**src/hw/rtl/packet_protocol_classifier_defines.svh**
```systemverilog
// Assertion macros used by the packet protocol classifier counter bank.
`ifndef PACKET_PROTOCOL_CLASSIFIER_DEFINES_SVH
`define PACKET_PROTOCOL_CLASSIFIER_DEFINES_SVH

// Same-cycle implication, disabled while reset is high.
`define PPC_ASSERT_IMP(label, clk, rst, ante, cons, msg) \
   label: assert property (@(posedge clk) disable iff (rst) (ante) |-> (cons)) \
      else $error(msg);

// Next-cycle implication, disabled while reset is high.
`define PPC_ASSERT_NEXT(label, clk, rst, ante, cons, msg) \
   label: assert property (@(posedge clk) disable iff (rst) (ante) |=> (cons)) \
      else $error(msg);

`endif

```
**src/hw/rtl/ppc_pkg.sv**
```systemverilog
// Shared types and constants for the packet protocol classifier.
`timescale 1ns / 1ps

package ppc_pkg;

   localparam int COUNT_WIDTH = 32;
   localparam int NUM_CATS    = 21;
   localparam int INDEX_WIDTH = 5;
   localparam int VALUE_WIDTH = 32;

   // Operation codes
   localparam logic OP_CLASSIFY = 1'b0;
   localparam logic OP_READ     = 1'b1;

   // Ethertypes and protocol numbers
   localparam logic [15:0] ET_VLAN  = 16'h8100;
   localparam logic [15:0] ET_ARP   = 16'h0806;
   localparam logic [15:0] ET_IPV4  = 16'h0800;
   localparam logic [15:0] ET_IPV6  = 16'h86DD;
   localparam logic [7:0]  PR_ICMP4 = 8'd1;
   localparam logic [7:0]  PR_TCP   = 8'd6;
   localparam logic [7:0]  PR_UDP   = 8'd17;
   localparam logic [7:0]  PR_ICMP6 = 8'd58;

   // Well-known ports
   localparam logic [15:0] PORT_DNS      = 16'd53;
   localparam logic [15:0] PORT_SMTP     = 16'd25;
   localparam logic [15:0] PORT_HTTP     = 16'd80;
   localparam logic [15:0] PORT_HTTP_ALT = 16'd8080;
   localparam logic [15:0] PORT_POP3     = 16'd110;
   localparam logic [15:0] PORT_IMAP     = 16'd143;
   localparam logic [15:0] PORT_NETBIOS  = 16'd139;
   localparam logic [15:0] PORT_SMB      = 16'd445;
   localparam logic [15:0] PORT_FTP_DATA = 16'd20;
   localparam logic [15:0] PORT_FTP_CTRL = 16'd21;

   // Category bit positions
   localparam int CAT_VLAN   = 0;
   localparam int CAT_QINQ   = 1;
   localparam int CAT_ARP    = 2;
   localparam int CAT_IPV4   = 3;
   localparam int CAT_UDP    = 4;
   localparam int CAT_TCP    = 5;
   localparam int CAT_ICMP4  = 6;
   localparam int CAT_L4OTH  = 7;
   localparam int CAT_IPV6   = 8;
   localparam int CAT_ICMP6  = 9;
   localparam int CAT_TCP6   = 10;
   localparam int CAT_UDP6   = 11;
   localparam int CAT_L4OTH6 = 12;
   localparam int CAT_L3OTH  = 13;
   localparam int CAT_DNS    = 14;
   localparam int CAT_SMTP   = 15;
   localparam int CAT_HTTP   = 16;
   localparam int CAT_POP3   = 17;
   localparam int CAT_IMAP   = 18;
   localparam int CAT_SMB    = 19;
   localparam int CAT_FTP    = 20;

   typedef logic [NUM_CATS-1:0] mask_type;

   // Header fields of one request held in the input stage
   typedef struct packed {
      logic        operation;
      logic [15:0] outer_ethertype;
      logic [15:0] tag1_ethertype;
      logic [15:0] tag2_ethertype;
      logic [7:0]  l4_protocol;
      logic [15:0] source_port;
      logic [15:0] dest_port;
      logic [INDEX_WIDTH-1:0] counter_index;
   } req_type;

   // Counter bank update control
   typedef struct packed {
      logic     en;
      mask_type mask;
   } upd_type;

endpackage

```
**src/hw/rtl/packet_protocol_classifier.sv**
```systemverilog
// Top level of the packet protocol classifier: input stage, classifier, counters, result stage.
`timescale 1ns / 1ps

// Usage:
//   A request transfer (req_valid & req_ready) carries one packet's extracted
//   header fields. req_operation selects classify-and-count or counter read.
//   Classify: rsp_category_mask gives one bit per matched category and every
//   matched category counter advances by one, holding at its maximum;
//   rsp_counter_value is zero. Read: rsp_counter_value gives the counter
//   chosen by req_counter_index (zero above the last category) and
//   rsp_category_mask is zero.
//   A transferred request is held in the input register while classification
//   and the counter update run between it and the result register, which
//   drives rsp_valid. Throughput is one request per cycle while rsp_ready is
//   not stalled, set by the combinational classifier and counter increment;
//   a read always sees the counts of every earlier classify request.
//   Reset (synchronous, active high) clears all counters and empties both
//   stages. When the receiver stalls rsp_ready, the result register holds
//   and the input stage holds behind it; req_ready drops only once both
//   stages are full.

module packet_protocol_classifier (
   input  logic                            clock,
   input  logic                            reset,
   input  logic                            req_valid,
   output logic                            req_ready,
   input  logic                            req_operation,
   input  logic [15:0]                     req_outer_ethertype,
   input  logic [15:0]                     req_tag1_ethertype,
   input  logic [15:0]                     req_tag2_ethertype,
   input  logic [7:0]                      req_l4_protocol,
   input  logic [15:0]                     req_source_port,
   input  logic [15:0]                     req_dest_port,
   input  logic [ppc_pkg::INDEX_WIDTH-1:0] req_counter_index,
   output logic                            rsp_valid,
   input  logic                            rsp_ready,
   output logic [ppc_pkg::NUM_CATS-1:0]    rsp_category_mask,
   output logic [ppc_pkg::VALUE_WIDTH-1:0] rsp_counter_value
);
   import ppc_pkg::*;

   req_type                s1_ff;
   logic                   s1_valid_ff;
   logic                   s1_advance;
   mask_type               class_mask;
   upd_type                upd;
   logic [VALUE_WIDTH-1:0] rd_value;

   logic                   rsp_valid_ff;
   mask_type               mask_ff;
   mask_type               mask_in;
   logic [VALUE_WIDTH-1:0] value_ff;
   logic [VALUE_WIDTH-1:0] value_in;

   // Move the input stage on whenever the result register is free or draining.
   assign s1_advance = s1_valid_ff && (!rsp_valid_ff || rsp_ready);
   assign req_ready  = !s1_valid_ff || s1_advance;

   // Input stage: capture a transfer, drop the valid once passed on.
   always_ff @(posedge clock) begin
      if (reset) begin
         s1_valid_ff <= 1'b0;
      end else if (req_ready) begin
         s1_valid_ff <= req_valid;
      end
   end

   always_ff @(posedge clock) begin
      if (req_valid && req_ready) begin
         s1_ff.operation       <= req_operation;
         s1_ff.outer_ethertype <= req_outer_ethertype;
         s1_ff.tag1_ethertype  <= req_tag1_ethertype;
         s1_ff.tag2_ethertype  <= req_tag2_ethertype;
         s1_ff.l4_protocol     <= req_l4_protocol;
         s1_ff.source_port     <= req_source_port;
         s1_ff.dest_port       <= req_dest_port;
         s1_ff.counter_index   <= req_counter_index;
      end
   end

   ppc_classify u_classify (
      .outer_ethertype (s1_ff.outer_ethertype),
      .tag1_ethertype  (s1_ff.tag1_ethertype),
      .tag2_ethertype  (s1_ff.tag2_ethertype),
      .l4_protocol     (s1_ff.l4_protocol),
      .source_port     (s1_ff.source_port),
      .dest_port       (s1_ff.dest_port),
      .category_mask   (class_mask)
   );

   // Count only when a classify request leaves the input stage.
   assign upd.en   = s1_advance && (s1_ff.operation == OP_CLASSIFY);
   assign upd.mask = class_mask;

   ppc_counters u_counters (
      .clock    (clock),
      .reset    (reset),
      .upd      (upd),
      .rd_index (s1_ff.counter_index),
      .rd_value (rd_value)
   );

   always_comb begin
      case (s1_ff.operation)
         OP_READ: begin
            mask_in  = '0;
            value_in = rd_value;
         end
         default: begin
            mask_in  = class_mask;
            value_in = '0;
         end
      endcase
   end

   // Result register: load on advance, hold while stalled.
   always_ff @(posedge clock) begin
      if (reset) begin
         rsp_valid_ff <= 1'b0;
      end else if (s1_advance) begin
         rsp_valid_ff <= 1'b1;
      end else if (rsp_ready) begin
         rsp_valid_ff <= 1'b0;
      end
   end

   always_ff @(posedge clock) begin
      if (s1_advance) begin
         mask_ff  <= mask_in;
         value_ff <= value_in;
      end
   end

   assign rsp_valid         = rsp_valid_ff;
   assign rsp_category_mask = mask_ff;
   assign rsp_counter_value = value_ff;

endmodule

```
**src/hw/rtl/ppc_classify.sv**
```systemverilog
// Header field classifier producing the category mask of one packet.
`timescale 1ns / 1ps

module ppc_classify (
   input  logic [15:0]       outer_ethertype,
   input  logic [15:0]       tag1_ethertype,
   input  logic [15:0]       tag2_ethertype,
   input  logic [7:0]        l4_protocol,
   input  logic [15:0]       source_port,
   input  logic [15:0]       dest_port,
   output ppc_pkg::mask_type category_mask
);
   import ppc_pkg::*;

   logic vlan;
   logic qinq;
   logic is_ipv4;
   logic is_ipv6;

   function automatic logic either_port(input logic [15:0] sp, input logic [15:0] dp,
                                        input logic [15:0] p);
      either_port = (sp == p) || (dp == p);
   endfunction

   assign vlan    = (outer_ethertype == ET_VLAN);
   assign qinq    = vlan && (tag1_ethertype == ET_VLAN);
   assign is_ipv4 = (outer_ethertype == ET_IPV4) || (vlan && tag1_ethertype == ET_IPV4) ||
                    (qinq && tag2_ethertype == ET_IPV4);
   assign is_ipv6 = (outer_ethertype == ET_IPV6) || (vlan && tag1_ethertype == ET_IPV6) ||
                    (qinq && tag2_ethertype == ET_IPV6);

   always_comb begin
      category_mask = '0;
      category_mask[CAT_VLAN] = vlan;
      category_mask[CAT_QINQ] = qinq;
      if (outer_ethertype == ET_ARP) begin
         category_mask[CAT_ARP] = 1'b1;
      end else if (is_ipv4) begin
         category_mask[CAT_IPV4] = 1'b1;
         if (l4_protocol == PR_UDP) begin
            category_mask[CAT_UDP] = 1'b1;
            category_mask[CAT_DNS] = either_port(source_port, dest_port, PORT_DNS);
         end else if (l4_protocol == PR_TCP) begin
            category_mask[CAT_TCP] = 1'b1;
            // first matching application wins
            if (dest_port == PORT_SMTP) begin
               category_mask[CAT_SMTP] = 1'b1;
            end else if (either_port(source_port, dest_port, PORT_HTTP) ||
                         either_port(source_port, dest_port, PORT_HTTP_ALT)) begin
               category_mask[CAT_HTTP] = 1'b1;
            end else if (dest_port == PORT_POP3) begin
               category_mask[CAT_POP3] = 1'b1;
            end else if (either_port(source_port, dest_port, PORT_IMAP)) begin
               category_mask[CAT_IMAP] = 1'b1;
            end else if (either_port(source_port, dest_port, PORT_NETBIOS) ||
                         either_port(source_port, dest_port, PORT_SMB)) begin
               category_mask[CAT_SMB] = 1'b1;
            end else if (either_port(source_port, dest_port, PORT_FTP_DATA) ||
                         either_port(source_port, dest_port, PORT_FTP_CTRL)) begin
               category_mask[CAT_FTP] = 1'b1;
            end
         end else if (l4_protocol == PR_ICMP4) begin
            category_mask[CAT_ICMP4] = 1'b1;
         end else begin
            category_mask[CAT_L4OTH] = 1'b1;
         end
      end else if (is_ipv6) begin
         category_mask[CAT_IPV6] = 1'b1;
         if (l4_protocol == PR_ICMP6) begin
            category_mask[CAT_ICMP6] = 1'b1;
         end else if (l4_protocol == PR_TCP) begin
            category_mask[CAT_TCP6] = 1'b1;
         end else if (l4_protocol == PR_UDP) begin
            category_mask[CAT_UDP6] = 1'b1;
         end else begin
            category_mask[CAT_L4OTH6] = 1'b1;
         end
      end else begin
         category_mask[CAT_L3OTH] = 1'b1;
      end
   end

endmodule

```
**src/hw/rtl/ppc_counters.sv**
```systemverilog
// Bank of saturating category counters with one read port.
`timescale 1ns / 1ps

`include "packet_protocol_classifier_defines.svh"

module ppc_counters (
   input  logic                           clock,
   input  logic                           reset,
   input  ppc_pkg::upd_type               upd,
   input  logic [ppc_pkg::INDEX_WIDTH-1:0] rd_index,
   output logic [ppc_pkg::VALUE_WIDTH-1:0] rd_value
);
   import ppc_pkg::*;

   logic [NUM_CATS-1:0][COUNT_WIDTH-1:0] cnt_ff;
   logic [NUM_CATS-1:0][COUNT_WIDTH-1:0] cnt_in;

   // Advance each flagged counter unless it is already saturated.
   always_comb begin
      for (int i = 0; i < NUM_CATS; i++) begin
         if (upd.en && upd.mask[i] && !(&cnt_ff[i])) begin
            cnt_in[i] = cnt_ff[i] + COUNT_WIDTH'(1);
         end else begin
            cnt_in[i] = cnt_ff[i];
         end
      end
   end

   always_ff @(posedge clock) begin
      if (reset) begin
         cnt_ff <= '0;
      end else begin
         cnt_ff <= cnt_in;
      end
   end

   // Out-of-range index reads as zero.
   always_comb begin
      if (rd_index < INDEX_WIDTH'(NUM_CATS)) begin
         rd_value = VALUE_WIDTH'(cnt_ff[rd_index]);
      end else begin
         rd_value = '0;
      end
   end

   `PPC_ASSERT_NEXT(a_hold_when_idle, clock, reset, !upd.en, $stable(cnt_ff),
      "counters changed without an update")

   `PPC_ASSERT_IMP(a_read_out_of_range, clock, reset,
      rd_index >= INDEX_WIDTH'(NUM_CATS), rd_value == '0,
      "out-of-range counter read not zero")

   for (genvar g = 0; g < NUM_CATS; g++) begin : g_sat
      `PPC_ASSERT_NEXT(a_saturate, clock, reset, &cnt_ff[g], &cnt_ff[g],
         "saturated counter wrapped")
   end

endmodule
```
**config.mk**
```make
export PLATFORM = sky130hd
export DESIGN_NAME = packet_protocol_classifier
export DESIGN_NICKNAME = d
export VERILOG_FILES = /design/src/hw/rtl/ppc_pkg.sv /design/src/hw/rtl/packet_protocol_classifier.sv /design/src/hw/rtl/ppc_classify.sv /design/src/hw/rtl/ppc_counters.sv
export VERILOG_INCLUDE_DIRS = /design/src /design/src/hw/rtl
export SDC_FILE = /design/constraint.sdc
export NUM_CORES = 2
export LEC_CHECK = 0
export BUFFER_PORTS_ARGS = -buffer_cell sky130_fd_sc_hd__clkbuf_2
export CORE_MARGIN = 2
export CORE_UTILIZATION = 40
export DETAILED_ROUTE_END_ITERATION = 16
export GPL_TIMING_DRIVEN = 0
export MAX_ROUTING_LAYER = met4
export PLACE_DENSITY = 0.56
export SYNTH_ARGS = -nofsm -noshare
export SYNTH_HDL_FRONTEND = slang
export SYNTH_SLANG_ARGS = --single-unit
export TNS_END_PERCENT = 50
```
**constraint.sdc**
```tcl
create_clock -name clock -period 4.75 [get_ports clock]
set_clock_uncertainty 0.1 [all_clocks]
set_input_delay 0.7125 -clock clock [delete_from_list [all_inputs] [get_ports clock]]
set_output_delay 0.7125 -clock clock [all_outputs]
set_load 0.01 [all_outputs]
```
Word-level counts from Yosys, hierarchy flattened --
Cells that the tools add are included. W data, S select, Z words.
Storage, ports and cells: bits in registers 821, bits of input ports 98, output and inout bits 55, word-level logic and storage cells 236
Operators by class: add/subtract/negate cells 21, $lt $le $gt $ge 2, equality and inequality tests 31, muxes and demuxes 35, bitwise logic cells 1, reduce and logical (&&, ||, !) cells 113
Operators by type and width (number):
- $add A32 B1 Y32 const B | 21
- $reduce_and A32 Y1 | 21
- $bmux W32 S5 | 1
- $eq A16 B16 Y1 const B | 5
- $eq A16 B5 Y1 const B | 5
- $eq A16 B12 Y1 const B | 4
- $eq A16 B8 Y1 const B | 4
- $logic_and A1 B1 Y1 | 50
- $eq A16 B7 Y1 const B | 3
- $eq A16 B13 Y1 const B | 2
- $eq A16 B6 Y1 const B | 2
- $eq A16 B9 Y1 const B | 2
- $mux W32 | 1
- $logic_not A1 Y1 | 23
- $mux W1 | 18
- $mux W18 | 1
- $mux W6 | 3
- $logic_or A1 B1 Y1 | 17
- $mux W5 | 3
- $mux W3 | 3
- $eq A8 B1 Y1 const B | 1
- $eq A8 B3 Y1 const B | 1
- $eq A8 B5 Y1 const B | 1
- $eq A8 B6 Y1 const B | 1
- 8 further kinds | 10

Longest topological paths before layout --
word-level depth 15, depth in mapped cells 12, mapped depth without buffers 9

Hierarchy --
From an unflattened synthesis, not the netlist that was laid out.
Unflattened totals: cells, all modules 4885, area, all modules 44948.1 um^2
Modules (own cells, without submodules):
- ppc_counters | instances 1, cells each 4537, area each 39183.8 um^2, seq. area each 13452.9 um^2
- packet_protocol_classifier | instances 1, cells each 216, area each 4864.7 um^2, seq. area each 4454.3 um^2
- ppc_classify | instances 1, cells each 132, area each 899.6 um^2, seq. area each 0.0 um^2

Worst setup path before layout --
OpenSTA, ideal clock, no wires.
path type input port to flip-flop, start point input port rsp_ready, end point register mask_ff[0] (netlist: rsp_category_mask[0]), enable pin, library setup time 470 ps, data arrival time 3166 ps, required time 4180 ps, slack 1014 ps, cell stages on the path 2, path buffers 0, cell sequence nor2b_1 nor2b_1
On the way: word-level cells in the longest chain between the ends 2
Ends and longest elaborated chain:
- start: declaration | line packet_protocol_classifier.sv:36 | input logic rsp_ready,
- $logic_or A1 B1 Y1 | line packet_protocol_classifier.sv:56 | assign s1_advance = s1_valid_ff && (!rsp_valid_ff || rsp_ready);
- $logic_and A1 B1 Y1 | line packet_protocol_classifier.sv:56
- via s1_advance | line packet_protocol_classifier.sv:44 | logic s1_advance;
- end signal: assignment | line packet_protocol_classifier.sv:129 | mask_ff <= mask_in;
- end: declaration | line packet_protocol_classifier.sv:50 | mask_type mask_ff;
The timed path passes the listed nets, and every way through them passes these cells. A chain may end at the register's enable or synchronous reset.

Worst setup path in the final report --
start point register s1_ff[0] in the netlist's numbering, end point register value_ff[13] (netlist: rsp_counter_value[13]) (data pin)
On the way: word-level cells in the longest chain between the ends 2, elaborated cells on any way between the ends 4, classes of those cells order compare: 1; mux: 2; reduce/logical: 1
Ends and longest elaborated chain:
- start: declaration | line packet_protocol_classifier.sv:42 | req_type s1_ff;
- $bmux W32 S5 / $lt A5 B5 Y1 (equally long branches) | line ppc_counters.sv:40, ppc_counters.sv:39
- $mux W32 (implied by the code) / $reduce_and A2 Y1 (equally long branches)
- end signal: assignment | line packet_protocol_classifier.sv:130 | value_ff <= value_in;
- end: declaration | line packet_protocol_classifier.sv:52 | logic [VALUE_WIDTH-1:0] value_ff;
Several ways; a longest one is shown, not always the timed one. The select of a mux whose other input is x is not followed.

==> results.toml <==
[finish]
area_delta_synth_final_pct = 14.3
fin_area_um2 = 48100
layout_common_cells = "nor2_1, dfxtp_1, xor2_1"
regArea_um2 = 17900
drive_gt1_share_pct = 11.5
fillCellCount = 10100
multi_input_area_um2 = 23100
instances_no_fill = 6306
fin_util_pct = 46.2
layout_commonest_cell = "nor2_1"
layout.nets = 4961

[placed_design]
placed_area_um2 = 44700
dpl.hpwl_um = 121000
dp.cells = 6129
io_buffers = 151
gp_congestion = 1.04
pre_cts_slack_ps = -1370

[routing]
first_pass_iters = 5
drtIter0Drc = 4240
routed_wl_um = 157000
vias = 37300
drc = 0
wire_per_inst_um = 25.0
antenna_left = 0
viasPerCell = 5.91

[logic_synthesis]
yosysSeqAreaShare_pct = 42.6
avgSynthCellArea_um2 = 9.16
syn_area_um2 = 42000
synth_fp_nets = 4710
synthFlopType = "dfxtp_1"
ys_seq_elements = 821
synth-async-reset-ratio_pct = 0
postSynthCellCount = 4591
synth_edf_count = 147
yosysUniqueCellTypes = 77
yosys_warnings = 0

[worst_setup_path]
critical_path.max_fanout = 11
worst_setup_path_end_kind = "register"
reg2reg_to = "rsp_counter_value[13]"
path_class = "register to register"
ff2ff_path_depth = 8
worstPathCellList = "clkdlybuf4s15_2 -> clkbuf_1 -> o21ai_0 -> a22oi_1 -> nor2_1 -> a221oi_1 -> o32ai_1 -> nor2b_1"
cp-endpoint = "rsp_counter_value[13]"
start_kind = "register"
startpoint = "s1_ff[0]"
reg2reg_from = "s1_ff[0]"
crit_arrival_ps = 5140
crit_required_ps = 5040
slowest_delay_ps = 1010
slowest_stage = "edfxtp_1"
rrSetupSlack_ps = -100

[clock_network]
cts.sink_count = 821
cts_buffers = 92
cts.hold.buffers_added = 0
cts_tree = "done"
cts_htree_levels = 3
cts.clk_slew.worst_paths_ps = 60
insertion_delay_ps = 690
clock_path_buffers = 3
clockRootBuffer = "clkbuf_16"

[timing]
max_clock_freq_ghz = 0.206
tns_ps = -126
period_minus_slack_ps = 4850
hold_ws_ps = 103
hold_violations = 0
slew_viol_final = 0
period_share_pct = 102
worst_pin_slew_ps = 1400
grt_setup_unrepaired = "no"
timing.final.ws_setup_ps = -101
slew_headroom_pct = 6.07
setup_violations = 2

[grt]
grt_max_degree = 72
first_global_vias = 33700
overflow = 0
grt_antenna_before_repair = 6
grt_pass1_wl_um = 229000
grt_use_total_pct = 29.5

[power_and_ir_drop]
finalPower_mw = 15.5
powerDensity_nw_per_um2 = 323
p_leak_nw = 15.8
ir_worst_vdd_mv = 0.310

[floorplanning]
die_w_um = 328
pin_count = 153
fp.dieArea_um2 = 108000
core_um2 = 104000
rows = 118
die_h_um = 328
initial_core_util_pct = 40.4

[job]
cap_violations = 0

[outcome]
violations = "negative setup slack"
outcome = "finished, violations left"

[min_path]
hold_class = "input port to register"
[final cells by class]
type / instances / share of cell area [%]
clock buffer: 118 / 5.36
sequential: 821 / 37.3
timing repair buffer: 160 / 1.81
inverter: 80 / 0.625
clock inverter: 56 / 1.37
antenna: 4 / 0.0208
buffer: 230 / 1.94
multi-input combinational: 3457 / 48.0
tap: 1380 / 3.59
[per-layer routing]
metal  part of all wire, %  global-route usage, %  vias up  wire (um)
li1                      -                      -    17100          -
met5                     0                      -        -          0
met2                    43                   42.4     1599      67300
met1                    44                   41.3    18200      69800
met4                   4.3                   10.9        0       6800
met3                   8.6                   5.16      313      13500
[logic make-up after synthesis]
| kind of cell | count (synthesis) | share of synthesized area [%] |
|---|---|---|
| AOI/OAI and AO/OA | 369 | 5.69 |
| and+or+nand+nor | 2321 | 27.9 |
| xor gates and xnor gates | 547 | 11.4 |
| muxes | 199 | 8.98 |
| buffers and inverters | 313 | 2.83 |
| adders and majority gates | 21 | 0.625 |
| DFF | 821 | 42.6 |
[power by group]
group	leakage [nW]	switching (mW)	internal, mW
registers	6.83	0.0560	7.16
logic	7.42	0.470	0.179
clock network	1.56	3.16	4.51
total	15.8	3.69	11.8
[state kept, by name, indices dropped and copies added, names as in the netlist]
signal / flops
u_counters.cnt_ff: 672
s1_ff: 94
rsp_counter_value: 32
rsp_category_mask: 21
rsp_valid: 1
s1_valid_ff: 1
[synth_stat cells (117+ instances only)]
cell type  instances  area (um2)
a21oi_1          117         586
and3_1           136         851
clkbuf_1         203         762
dfxtp_1          674       13500
edfxtp_1         147        4410
mux4_2           139        3130
nand2_1          290        1090
nand3_1          315        1580
nand4_1          229        1430
nor2_1           763        2860
nor3_1           152         761
xnor2_1          195        1710
xor2_1           352        3080
[critical path, delay by kind of cell, from the launching register on]
kind                   cells  cell delay, ps
flip-flops                 1            1010
buffers and inverters      2            1520
AND/OR/NAND/NOR            2             290
AO/OA/AOI/OAI              4            1600
[worst min-delay path by stage]
stage | cells past startpoint | slack, ps | start | endpoint
3_3_place_gp | 2 | 380 | u_counters.cnt_ff[161] | u_counters.cnt_ff[161]
3_5_place_dp | 2 | 390 | u_counters.cnt_ff[161] | u_counters.cnt_ff[161]
5_1_grt | 1 | 90 | req_tag1_ethertype[13] | s1_ff[74]
6_report | 1 | 100 | req_operation | s1_ff[93]
4_1_cts | 1 | 80 | req_tag2_ethertype[9] | s1_ff[54]
2_1_floorplan | 2 | 350 | u_counters.cnt_ff[193] | u_counters.cnt_ff[193]
[what timing repair did]
action                     CTS  global route
buffers inserted             0             2
resized for setup           27            15
gates cloned                 0             0
pin swaps                    0             1
hold endpoints to repair     0             0
setup endpoints to repair  207            58
Note: power is estimated with default switching activity, not from simulation.
